`src/rtl/bmi_pkg.sv`:
```
// Package: field widths, sequencer states and divider status type.
package bmi_pkg;

   localparam int FUNC_W = 1;
   localparam int NUM_W  = 32;
   localparam int MOD_W  = 31;
   localparam int RES_W  = 31;
   localparam int Y_W    = 32;
   localparam int CAND_W = 33;

   localparam logic FUNC_REM = 1'b0;
   localparam logic FUNC_INV = 1'b1;

   typedef enum logic [6:0] {
      ST_IDLE = 7'b0000001,
      ST_NDIV = 7'b0000010,
      ST_ECHK = 7'b0000100,
      ST_EDIV = 7'b0001000,
      ST_EMUL = 7'b0010000,
      ST_EUPD = 7'b0100000,
      ST_FIN  = 7'b1000000
   } state_type;

   typedef struct packed {
      logic             done;
      logic [MOD_W-1:0] remainder;
   } div_stat_type;

endpackage

```
`src/rtl/bmi_req_if.sv`:
```
// Request channel interface: operation, number and modulus.
interface bmi_req_if;
   logic                          valid;
   logic                          ready;
   logic [bmi_pkg::FUNC_W-1:0]    func;
   logic signed [bmi_pkg::NUM_W-1:0] number;
   logic [bmi_pkg::MOD_W-1:0]     modulus;

   modport source (output valid, func, number, modulus, input ready);
   modport sink (input valid, func, number, modulus, output ready);
endinterface

```
`src/rtl/bmi_rsp_if.sv`:
```
// Response channel interface: balanced result and error flag.
interface bmi_rsp_if;
   logic                             valid;
   logic                             ready;
   logic signed [bmi_pkg::RES_W-1:0] result;
   logic                             error;

   modport source (output valid, result, error, input ready);
   modport sink (input valid, result, error, output ready);
endinterface

```
`src/rtl/bmi_divider.sv`:
```
// Shared restoring divider, one quotient bit per cycle.
module bmi_divider #(
   parameter int DVD_W = 32
) (
   input  logic                      clock,
   input  logic                      reset,
   input  logic                      start,
   input  logic [DVD_W-1:0]          dividend,
   input  logic [bmi_pkg::MOD_W-1:0] divisor,
   output bmi_pkg::div_stat_type     stat,
   output logic [DVD_W-1:0]          quotient
);

   localparam int CNT_W = $clog2(DVD_W + 1);

   logic                      busy_ff, busy_in;
   logic                      done_ff, done_in;
   logic [CNT_W-1:0]          cnt_ff, cnt_in;
   logic [bmi_pkg::MOD_W-1:0] rem_ff, rem_in;
   logic [bmi_pkg::MOD_W-1:0] dvs_ff, dvs_in;
   logic [DVD_W-1:0]          quo_ff, quo_in;
   logic [bmi_pkg::MOD_W:0]   trial;
   logic [bmi_pkg::MOD_W+1:0] diff;

   always_comb begin
      trial   = {rem_ff, quo_ff[DVD_W-1]};
      diff    = {1'b0, trial} - {2'b00, dvs_ff};
      busy_in = busy_ff;
      done_in = 1'b0;
      cnt_in  = cnt_ff;
      rem_in  = rem_ff;
      dvs_in  = dvs_ff;
      quo_in  = quo_ff;
      if (start) begin
         busy_in = 1'b1;
         cnt_in  = CNT_W'(DVD_W);
         rem_in  = '0;
         dvs_in  = divisor;
         quo_in  = dividend;
      end else if (busy_ff) begin
         if (!diff[bmi_pkg::MOD_W+1]) begin
            rem_in = diff[bmi_pkg::MOD_W-1:0];
         end else begin
            rem_in = trial[bmi_pkg::MOD_W-1:0];
         end
         quo_in = {quo_ff[DVD_W-2:0], ~diff[bmi_pkg::MOD_W+1]};
         cnt_in = cnt_ff - CNT_W'(1);
         if (cnt_ff == CNT_W'(1)) begin
            busy_in = 1'b0;
            done_in = 1'b1;
         end
      end
   end

   always_ff @(posedge clock) begin
      if (reset) begin
         busy_ff <= 1'b0;
         done_ff <= 1'b0;
         cnt_ff  <= '0;
      end else begin
         busy_ff <= busy_in;
         done_ff <= done_in;
         cnt_ff  <= cnt_in;
      end
      rem_ff <= rem_in;
      dvs_ff <= dvs_in;
      quo_ff <= quo_in;
   end

   assign stat.done      = done_ff;
   assign stat.remainder = rem_ff;
   assign quotient       = quo_ff;

endmodule

```
`src/rtl/balanced_modular_inverse_core.sv`:
```
// Top level: balanced remainder and balanced modular inverse sequencer.
// One item at a time: func 0 gives the truncated remainder of number by modulus, func 1 the
// inverse of number modulo modulus by the extended Euclidean algorithm; either answer is
// returned in balanced form, -floor(m/2) .. floor(m/2). A zero modulus, or a number with no
// inverse, returns error = 1 and result = 0. All division goes through one shared restoring
// divider of D = max(WORD_BITS, 31) bits that yields one quotient bit per cycle. The remainder
// takes one division; the inverse then runs a check, a division, a multiply and an update for
// each Euclid round (up to about 46 rounds); a zero modulus skips the divider. The request side
// is ready only while idle; the result register lets the next item start while an earlier
// result waits for its transfer.
module balanced_modular_inverse_core #(
   parameter int WORD_BITS = 32
) (
   input  logic             clock,
   input  logic             reset,
   bmi_req_if.sink          req_ch,
   bmi_rsp_if.source        rsp_ch
);

   localparam int DVD_W = (WORD_BITS > bmi_pkg::MOD_W) ? WORD_BITS : bmi_pkg::MOD_W;

   bmi_pkg::state_type               state_ff, state_in;
   logic                             func_ff, func_in;
   logic                             neg_ff, neg_in;
   logic [bmi_pkg::MOD_W-1:0]        mod_ff, mod_in;
   logic [bmi_pkg::MOD_W-1:0]        a1_ff, a1_in;
   logic [bmi_pkg::MOD_W-1:0]        a2_ff, a2_in;
   logic [bmi_pkg::MOD_W-1:0]        q_ff, q_in;
   logic signed [bmi_pkg::Y_W-1:0]   y1_ff, y1_in;
   logic signed [bmi_pkg::Y_W-1:0]   y2_ff, y2_in;
   logic [bmi_pkg::Y_W-1:0]          prod_ff, prod_in;
   logic signed [bmi_pkg::CAND_W-1:0] cand_ff, cand_in;
   logic                             err_ff, err_in;
   logic                             rsp_valid_ff, rsp_valid_in;
   logic signed [bmi_pkg::RES_W-1:0] rsp_result_ff, rsp_result_in;
   logic                             rsp_error_ff, rsp_error_in;

   logic                             in_xfer;
   logic                             rsp_load;
   logic signed [63:0]               num64;
   logic [WORD_BITS-1:0]             num_ext;
   logic [WORD_BITS-1:0]             mag;
   logic                             div_start;
   logic [DVD_W-1:0]                 div_dividend;
   logic [bmi_pkg::MOD_W-1:0]        div_divisor;
   bmi_pkg::div_stat_type            div_stat;
   logic [DVD_W-1:0]                 div_quotient;
   logic [bmi_pkg::MOD_W-1:0]        rem;
   logic signed [bmi_pkg::CAND_W-1:0] m_s;
   logic signed [bmi_pkg::CAND_W-1:0] half_s;
   logic signed [bmi_pkg::CAND_W-1:0] bal;
   logic [bmi_pkg::Y_W-1:0]          q_ext;
   logic [bmi_pkg::Y_W-1:0]          y2_bits;

   bmi_divider #(
      .DVD_W (DVD_W)
   ) u_div (
      .clock    (clock),
      .reset    (reset),
      .start    (div_start),
      .dividend (div_dividend),
      .divisor  (div_divisor),
      .stat     (div_stat),
      .quotient (div_quotient)
   );

   assign req_ch.ready = (state_ff == bmi_pkg::ST_IDLE);
   assign in_xfer      = req_ch.valid & req_ch.ready;

   always_comb begin
      num64   = 64'(unsigned'(req_ch.number));
      num_ext = num64[WORD_BITS-1:0];
      mag     = num_ext[WORD_BITS-1] ? (~num_ext + WORD_BITS'(1)) : num_ext;
      rem     = div_stat.remainder;
      m_s     = signed'({2'b00, mod_ff});
      half_s  = signed'({3'b000, mod_ff[bmi_pkg::MOD_W-1:1]});
      q_ext   = {1'b0, q_ff};
      y2_bits = unsigned'(y2_ff);
      bal     = cand_ff;
      if (cand_ff < -half_s) begin
         bal = cand_ff + m_s;
      end else if (cand_ff > half_s) begin
         bal = cand_ff - m_s;
      end
   end

   always_comb begin
      state_in     = state_ff;
      func_in      = func_ff;
      neg_in       = neg_ff;
      mod_in       = mod_ff;
      a1_in        = a1_ff;
      a2_in        = a2_ff;
      q_in         = q_ff;
      y1_in        = y1_ff;
      y2_in        = y2_ff;
      prod_in      = prod_ff;
      cand_in      = cand_ff;
      err_in       = err_ff;
      div_start    = 1'b0;
      div_dividend = DVD_W'(a1_ff);
      div_divisor  = a2_ff;
      rsp_load     = 1'b0;
      case (state_ff)
         bmi_pkg::ST_IDLE: begin
            div_dividend = DVD_W'(mag);
            div_divisor  = req_ch.modulus;
            if (in_xfer) begin
               func_in = req_ch.func;
               neg_in  = num_ext[WORD_BITS-1];
               mod_in  = req_ch.modulus;
               err_in  = 1'b0;
               cand_in = '0;
               if (req_ch.modulus == '0) begin
                  err_in   = 1'b1;
                  state_in = bmi_pkg::ST_FIN;
               end else begin
                  div_start = 1'b1;
                  state_in  = bmi_pkg::ST_NDIV;
               end
            end
         end
         bmi_pkg::ST_NDIV: begin
            if (div_stat.done) begin
               if (func_ff == bmi_pkg::FUNC_REM) begin
                  cand_in  = neg_ff ? -signed'({2'b00, rem}) : signed'({2'b00, rem});
                  state_in = bmi_pkg::ST_FIN;
               end else begin
                  a1_in    = mod_ff;
                  a2_in    = (neg_ff && rem != '0) ? (mod_ff - rem) : rem;
                  y1_in    = '0;
                  y2_in    = bmi_pkg::Y_W'(1);
                  state_in = bmi_pkg::ST_ECHK;
               end
            end
         end
         bmi_pkg::ST_ECHK: begin
            if (a2_ff == '0) begin
               err_in   = 1'b1;
               cand_in  = '0;
               state_in = bmi_pkg::ST_FIN;
            end else if (a2_ff == bmi_pkg::MOD_W'(1)) begin
               cand_in  = y2_ff[bmi_pkg::Y_W-1] ? (bmi_pkg::CAND_W'(y2_ff) + m_s)
                                                : bmi_pkg::CAND_W'(y2_ff);
               state_in = bmi_pkg::ST_FIN;
            end else begin
               div_start = 1'b1;
               state_in  = bmi_pkg::ST_EDIV;
            end
         end
         bmi_pkg::ST_EDIV: begin
            if (div_stat.done) begin
               q_in     = div_quotient[bmi_pkg::MOD_W-1:0];
               a1_in    = a2_ff;
               a2_in    = rem;
               state_in = bmi_pkg::ST_EMUL;
            end
         end
         bmi_pkg::ST_EMUL: begin
            prod_in  = bmi_pkg::Y_W'(q_ext * y2_bits);
            state_in = bmi_pkg::ST_EUPD;
         end
         bmi_pkg::ST_EUPD: begin
            y1_in    = y2_ff;
            y2_in    = y1_ff - signed'(prod_ff);
            state_in = bmi_pkg::ST_ECHK;
         end
         bmi_pkg::ST_FIN: begin
            if (!rsp_valid_ff || rsp_ch.ready) begin
               rsp_load = 1'b1;
               state_in = bmi_pkg::ST_IDLE;
            end
         end
         default: begin
            state_in = bmi_pkg::ST_IDLE;
         end
      endcase
   end

   always_comb begin
      rsp_valid_in  = rsp_valid_ff;
      rsp_result_in = rsp_result_ff;
      rsp_error_in  = rsp_error_ff;
      if (rsp_load) begin
         rsp_valid_in  = 1'b1;
         rsp_result_in = err_ff ? '0 : bal[bmi_pkg::RES_W-1:0];
         rsp_error_in  = err_ff;
      end else if (rsp_ch.ready) begin
         rsp_valid_in = 1'b0;
      end
   end

   always_ff @(posedge clock) begin
      if (reset) begin
         state_ff     <= bmi_pkg::ST_IDLE;
         rsp_valid_ff <= 1'b0;
      end else begin
         state_ff     <= state_in;
         rsp_valid_ff <= rsp_valid_in;
      end
      func_ff       <= func_in;
      neg_ff        <= neg_in;
      mod_ff        <= mod_in;
      a1_ff         <= a1_in;
      a2_ff         <= a2_in;
      q_ff          <= q_in;
      y1_ff         <= y1_in;
      y2_ff         <= y2_in;
      prod_ff       <= prod_in;
      cand_ff       <= cand_in;
      err_ff        <= err_in;
      rsp_result_ff <= rsp_result_in;
      rsp_error_ff  <= rsp_error_in;
   end

   assign rsp_ch.valid  = rsp_valid_ff;
   assign rsp_ch.result = rsp_result_ff;
   assign rsp_ch.error  = rsp_error_ff;

endmodule

```
`src/flat_wrapper.sv`:
```
// flat-port wrapper written by rule: the top's interface ports become plain ports
module balanced_modular_inverse_core_flat 
#(
   parameter int WORD_BITS = 32
)
  (clock, reset, req_ch_valid, req_ch_func, req_ch_number, req_ch_modulus, req_ch_ready, rsp_ch_valid, rsp_ch_result, rsp_ch_error, rsp_ch_ready);
  bmi_req_if req_ch_i ();
  bmi_rsp_if rsp_ch_i ();
  input  logic clock;
  input  logic reset;
  input wire logic [$bits(req_ch_i.valid)-1:0] req_ch_valid;
  input wire logic [$bits(req_ch_i.func)-1:0] req_ch_func;
  input wire logic [$bits(req_ch_i.number)-1:0] req_ch_number;
  input wire logic [$bits(req_ch_i.modulus)-1:0] req_ch_modulus;
  output wire logic [$bits(req_ch_i.ready)-1:0] req_ch_ready;
  output wire logic [$bits(rsp_ch_i.valid)-1:0] rsp_ch_valid;
  output wire logic [$bits(rsp_ch_i.result)-1:0] rsp_ch_result;
  output wire logic [$bits(rsp_ch_i.error)-1:0] rsp_ch_error;
  input wire logic [$bits(rsp_ch_i.ready)-1:0] rsp_ch_ready;
  assign req_ch_i.valid = req_ch_valid;
  assign req_ch_i.func = req_ch_func;
  assign req_ch_i.number = req_ch_number;
  assign req_ch_i.modulus = req_ch_modulus;
  assign req_ch_ready = req_ch_i.ready;
  assign rsp_ch_valid = rsp_ch_i.valid;
  assign rsp_ch_result = rsp_ch_i.result;
  assign rsp_ch_error = rsp_ch_i.error;
  assign rsp_ch_i.ready = rsp_ch_ready;
  balanced_modular_inverse_core #(.WORD_BITS(WORD_BITS)) u_core (.clock(clock), .reset(reset), .req_ch(req_ch_i), .rsp_ch(rsp_ch_i));
endmodule
```
`config.mk`:
```
export PLATFORM = sky130hd
export DESIGN_NAME = balanced_modular_inverse_core_flat
export DESIGN_NICKNAME = d
export VERILOG_FILES = /design/src/rtl/bmi_pkg.sv /design/src/rtl/bmi_req_if.sv /design/src/rtl/bmi_rsp_if.sv /design/src/rtl/bmi_divider.sv /design/src/rtl/balanced_modular_inverse_core.sv /design/src/flat_wrapper.sv
export SDC_FILE = /design/constraint.sdc
export NUM_CORES = 2
export LEC_CHECK = 0
export ABC_CLOCK_PERIOD_IN_PS = 7200
export BUFFER_PORTS_ARGS = -buffer_cell sky130_fd_sc_hd__buf_2
export CORE_MARGIN = 2
export CORE_UTILIZATION = 45
export DETAILED_ROUTE_END_ITERATION = 6
export GPL_TIMING_DRIVEN = 0
export MAX_ROUTING_LAYER = met4
export PLACE_DENSITY_LB_ADDON = 0.2
export SETUP_SLACK_MARGIN = 0.1
export SYNTH_ARGS = -nofsm -noshare
export SYNTH_HDL_FRONTEND = slang
export SYNTH_HIERARCHICAL = 1
export SYNTH_SLANG_ARGS = --single-unit
```
`constraint.sdc`:
```
create_clock -name clock -period 7.2 [get_ports clock]
set_input_delay 1.44 -clock clock [delete_from_list [all_inputs] [get_ports clock]]
set_output_delay 1.44 -clock clock [all_outputs]
set_load 0.01 [all_outputs]
```
; ---- After elaboration in Yosys (flattened, before gate mapping)
; Index checks and enable logic that the tools add are counted.
[totals]
ff_bits = 398
input_bits = 68
output_inout_bits = 34
[classes]
n_addsub = 10
n_mul = 1
magnitude_cmp = 2
eq_ne = 17
muxes = 59
bitwise = 4
n_reduce_logical = 21
[ops]
columns = operator, count
row1 = 31-bit two-way mux, 11
row2 = 32-bit two-way mux, 8
row3 = 33-bit two-way mux, 7
row4 = 32-bit one-hot mux with 2 select lines, 2
row5 = 31-bit one-hot mux with 2 select lines, 2
row6 = 33-bit one-hot mux with 3 select lines, 1
row7 = 31-bit logical NOT, 2
row8 = 31-bit subtractor, 2
row9 = 7-bit two-way mux, 8
row10 = 7-bit one-hot mux with 7 select lines, 1
row11 = 32-bit by 32-bit adder with 33-bit output, 1
row12 = 33-bit by 31-bit greater-than comparator with 1-bit output, 1
row13 = 33-bit < comparator, 1
row14 = 30-bit negator with 33-bit output, 1
row15 = 31-bit negator with 33-bit output, 1
row16 = 32-bit by 31-bit subtractor with 33-bit output, 1
row17 = 32-bit by 1-bit adder with 32-bit output (second input constant), 1
row18 = 31-bit by 32-bit multiplier with 32-bit output, 1
row19 = 32-bit inverter, 1
row20 = 32-bit subtractor, 1
row21 = 31-bit adder, 1
row22 = 31-bit by 1-bit equality test with 1-bit output (second input constant), 1
row23 = 31-bit nonzero test, 1
row24 = 1-bit two-way mux, 15
row25 = 27 further kinds, 42

; ---- Logic depth before layout (Yosys ltp)
[logic_depth]
depth_word = 6
ltp_mapped = 29

; ---- Cells and area by module
; The synthesis kept the hierarchy.
[by_module_without_submodules]
columns = module, n_inst, cells_per_inst, area_per_inst_um2, seq_area_each_um2
row1 = balanced_modular_inverse_core, 1, 4141, 37988.9, 8808.4
row2 = bmi_divider, 1, 559, 5716.7, 2672.6

; ---- Worst setup path before layout
; Ideal clock, no wire load.
[synth_timing]
kind = register to register
start = reg u_core/q_ff[4] (netlist bit)
end = reg u_core/prod_ff[29] (netlist bit) (data pin)
t_arrival_ns = 6.613
t_required_ns = 6.942
path_slack_ns = 0.329
path_stages_with_launch = 24
period_less_slack_ns = 6.871
cell_sequence = edfxtp_1 -> clkbuf_1 -> and2_1 -> fa_1 -> fa_1 -> fa_1 -> inv_1 -> fa_1 -> inv_1 -> fa_1 -> inv_1 -> fa_1 -> inv_1 -> fa_1 -> fa_1 -> ha_1 -> or4_1 -> o22ai_1 -> o21a_1 -> o21ai_0 -> a21o_1 -> a21o_1 -> a21oi_1 -> xnor2_1
[synth_between]
elab_chain_cells = 1
[synth_lines]
columns = item, line
row1 = start: declaration, balanced_modular_inverse_core.sv:28  ; logic [bmi_pkg::MOD_W-1:0] q_ff, q_in;
row2 = start signal: assignment, balanced_modular_inverse_core.sv:206  ; q_ff <= q_in;
row3 = 31-bit by 32-bit multiplier with 32-bit output, balanced_modular_inverse_core.sv:160  ; prod_in = bmi_pkg::Y_W'(q_ext * y2_bits);
row4 = end signal: assignment, balanced_modular_inverse_core.sv:209  ; prod_ff <= prod_in;
row5 = end: declaration, balanced_modular_inverse_core.sv:31  ; logic [bmi_pkg::Y_W-1:0] prod_ff, prod_in;
; No other way between the ends.
; A chain may end at the register's enable or synchronous reset.

; ---- Worst setup path after layout
[layout_timing]
start = reg u_core/q_ff[5] (netlist bit)
end = reg u_core/prod_ff[31] (netlist bit) (data pin)
; The elaborated chain is that of the path after synthesis.

==> reports/summary.json <==
{
  "status": "finished, violations left",
  "violations": "setup timing",
  "rsz0062_at_grt": "yes",
  "power_report.internal_total_mw": 9.700,
  "max-cap-violations": 0,
  "insertion_delay_ns": 0.65,
  "power_switching_share_pct": 45.93,
  "number_of_distinct_library_cells_after_synthesis": 89,
  "path_common_cell": "fa_1",
  "finalClockSkew_ns": 0.05126,
  "nNetsFinal": 5786,
  "drc": 0,
  "antenna_found_initial": 12,
  "wl_per_cell_um": 25.55,
  "crit_path_top_delay_cell": "edfxtp_1",
  "share_seq_of_total_power_pct": 19.8,
  "final_cell_mix": "inv_1 (557), nand2_1 (556), fa_1 (406), ha_1 (359), edfxtp_1 (351)",
  "crit_chain": "buf_8 -> and2_4 -> fa_1 -> fa_1 -> fa_1 -> inv_1 -> fa_1 -> inv_2 -> fa_1 -> inv_2 -> fa_1 -> inv_2 -> fa_2 -> fa_2 -> ha_4 -> or4_4 -> o22ai_4 -> o21a_1 -> o21ai_2 -> a21o_1 -> nand3_2 -> a21oi_4 -> xnor2_2",
  "powerDensity_nw_per_um2": 366.3,
  "setup.worst_path.end_class": "register",
  "grt_first_pass_wirelength_um": 233900,
  "max-vdd-ir-drop_mv": 0.5593,
  "die_x_um": 315.6,
  "clock_path_buffers": 3,
  "placementRows": 114,
  "grt_start_max_net_pins": 34,
  "grt_overflow_total": 0,
  "coreArea_um2": 96420,
  "port-buffer-count": 101,
  "setup_viol_count_final": 3,
  "first_global_vias": 35800,
  "final-max-slew-violation-count": 0,
  "synth_area_um2": 43710,
  "numCtsBuffers": 48,
  "cts_root_buf": "clkbuf_16",
  "clk_pin_slew_worst_paths_ns": 0.06,
  "grtUsageTotal_pct": 32.87,
  "slew_headroom_pct": 14.79,
  "final_min_period_over_clock_period_pct": 101.4,
  "power.static_leakage_nw": 21.51,
  "dieArea_um2": 99630,
  "ctsHoldBuffers": 0,
  "power.net_switching_mw": 8.240,
  "first_iter_violations": 3734,
  "synth_seq_area_share_pct": 26.27,
  "crit_path_max_incr_delay_ns": 0.56,
  "tritoncts_clock_tree": "done",
  "cts_htree_levels": 2,
  "global_placer_s_final_weighted_congestion": 0.9871,
  "firstDrtPassIters": 6,
  "post_route_cells_drive_above_1_share_pct": 9.656,
  "cts_num_sinks": 398,
  "synth_area_per_cell_um2": 9.299,
  "clock.fmax_ghz": 0.1370,
  "via_count": 36350,
  "fin_util_pct": 50.80,
  "cp.required_ns": 7.55,
  "route.antenna.remaining_nets": 0,
  "worst_setup_timing_slack_at_the_placement_stage_ns": -1.968,
  "die_y_um": 315.6,
  "post_synth_inst_count": 4700,
  "dpl.hpwl_um": 126200,
  "final.min_clock_period_ns": 7.299,
  "vias_per_cell": 5.810,
  "yosys_warns": 6,
  "p_clk_share_pct": 13.9,
  "synth-async-reset-ratio_pct": 0,
  "timing.setup.critical_path_class": "reg -> reg",
  "critical_path_arrival_ns": 7.65,
  "syn_nets": 5553,
  "max_slew.worst_pin.slew_ns": 1.275,
  "i_o_pin_count": 102,
  "worst_slack_ns": -0.09916,
  "synth-main-ff-cell": "edfxtp_1",
  "holdCritPathClass": "reg -> reg",
  "yosys_register_bits": 398,
  "synth_enable_flop_cells": 351,
  "starting_density_pct": 45.33,
  "routed_wirelength_um": 159800,
  "cp_max_fo": 5,
  "timing.critical_path.from_type": "register",
  "final_hold_viol_count": 0,
  "mostFrequentLayoutCell": "inv_1",
  "area_delta_synth_final_pct": 12.07,
  "combinational_share_of_power_pct": 66.3,
  "finalSetupTns_ns": -0.1875
}
final timing paths:
check	slack [ns]	endpoint	start	depth (start not counted)
setup / recovery	-0.1	u_core/prod_ff[31]	u_core/q_ff[5]	23
hold / removal	0.45	u_core/q_ff[10]	u_core/u_div/quotient[10]	0
setup reg to reg	-0.1	u_core/prod_ff[31]	u_core/q_ff[5]	23
hold reg to reg	0.45	u_core/q_ff[10]	u_core/u_div/quotient[10]	0
synthesized netlist by cell type (all sizes together) (9+ instances only):
cell type / n / share of area, %
o41ai: 12 / 0.24
a211o: 11 / 0.22
xnor2: 188 / 3.8
a31oi: 17 / 0.29
mux2i: 43 / 0.98
buf: 14 / 0.15
nand4: 23 / 0.33
edfxtp: 351 / 24
inv: 565 / 4.9
a2111oi: 13 / 0.30
o221ai: 11 / 0.22
a211oi: 53 / 0.93
or3: 21 / 0.38
nand2b: 46 / 0.71
nor3b: 11 / 0.19
a21o: 89 / 1.5
o21ai: 225 / 2.6
o21bai: 31 / 0.53
fa: 415 / 19
ha: 370 / 11
nand3: 50 / 0.57
nor2b: 39 / 0.56
o22ai: 39 / 0.56
xor2: 81 / 1.6
o31ai: 31 / 0.53
nand2: 558 / 4.8
dfxtp: 47 / 2.2
or2: 9 / 0.13
o211ai: 15 / 0.26
nor4: 35 / 0.50
o21a: 34 / 0.58
or4: 16 / 0.31
nor2: 278 / 2.4
nor3: 69 / 0.81
and2: 332 / 4.8
a221o: 12 / 0.27
and3: 19 / 0.27
a21oi: 202 / 2.3
mux2: 35 / 0.90
clkbuf: 185 / 1.6
critical path: cells and delay by family, from the launching register on:
kind                     cells  cell delay [ns]
AO/OA/AOI/OAI                5             0.87
XOR/XNOR                     1             0.18
adder cells (fa/ha/maj)      9             4.21
buffers and inverters        5             0.40
flip-flops                   1             0.56
AND/OR/NAND/NOR              3             0.75
power by group through the flow:
stage	logic, mW	registers (mW)	clock network, mW
after global routing	12.9	3.56	2.63
after CTS	11.2	3.54	2.53
final	11.9	3.55	2.50
after global placement	9.85	3.60	0
after detailed placement	9.97	3.60	0
after floorplan	7.00	3.38	0
layout make-up:
| type | instances | area (um2) |
|---|---|---|
| Timing Repair Buffer | 187 | 1326 |
| Buffer | 195 | 1051 |
| Antenna cell | 9 | 22.52 |
| Inverter | 565 | 2132 |
| Tap cell | 1276 | 1597 |
| Sequential cell | 398 | 11480 |
| Clock buffer | 58 | 1239 |
| Multi-Input combinational cell | 3538 | 29760 |
| Fill cell | 9241 | 47440 |
| Clock inverter | 30 | 372.9 |
sequential cells by signal (all words and copies together) (netlist names):
register and count:
u_core/func_ff 1, u_core/rsp_ch.valid 1, u_core/u_div/rem_ff 31, u_core/neg_ff 1
u_core/u_div/cnt_ff 6, u_core/err_ff 1, u_core/u_div/done_ff 1, u_core/rsp_ch.error 1
u_core/a1_ff 31, u_core/state_ff 7, u_core/q_ff 31, u_core/a2_ff 31
u_core/rsp_ch.result 31, u_core/cand_ff 33, u_core/u_div/busy_ff 1, u_core/mod_ff 31
u_core/prod_ff 32, u_core/u_div/dvs_ff 31, u_core/u_div/quotient 32, u_core/y1_ff 32
u_core/y2_bits 32
cell families after synthesis:
group,after synthesis,share of synthesized area (%)
flip-flops,398,26.27
buffers and inverters,764,6.593
adder cells (fa/ha/maj),785,29.60
AO/OA/AOI/OAI,878,13.12
XOR/XNOR,269,5.391
multiplexers,78,1.887
AND/OR/NAND/NOR,1528,17.14
what timing repair did:
| action | CTS | global route |
|---|---|---|
| setup buffers | 47 | 26 |
| resized for setup | 153 | 91 |
| cloned | 0 | 1 |
| endpoints found under the setup margin | 49 | 39 |
| pin swaps | 26 | 25 |
per-layer routing:
layer | up-vias | GRT usage [%] | share of wire [%] | routed length, um
met2 | 1602 | 50.21 | 45 | 71820
li1 | 16390 | - | - | -
met5 | - | - | 0 | 0
met1 | 18070 | 43.74 | 42 | 67330
met4 | 0 | 11.63 | 4.1 | 6613
met3 | 292 | 6.205 | 8.8 | 14060
through the flow:
stage | area [um2] | total power [mW] | hold WS [ns] | instances
3_5_place_dp | 46070 | 13.57 | 0.4347 | 6089
5_1_grt | 48970 | 19.09 | 0.4629 | 6252
6_report | 48980 | 17.94 | 0.4462 | 6256
2_1_floorplan | 43710 | 10.38 | 0.4222 | 4700
3_3_place_gp | 45810 | 13.45 | 0.4302 | 6077
4_1_cts | 48520 | 17.28 | 0.4502 | 6221
(Power assumes the default switching activity.)
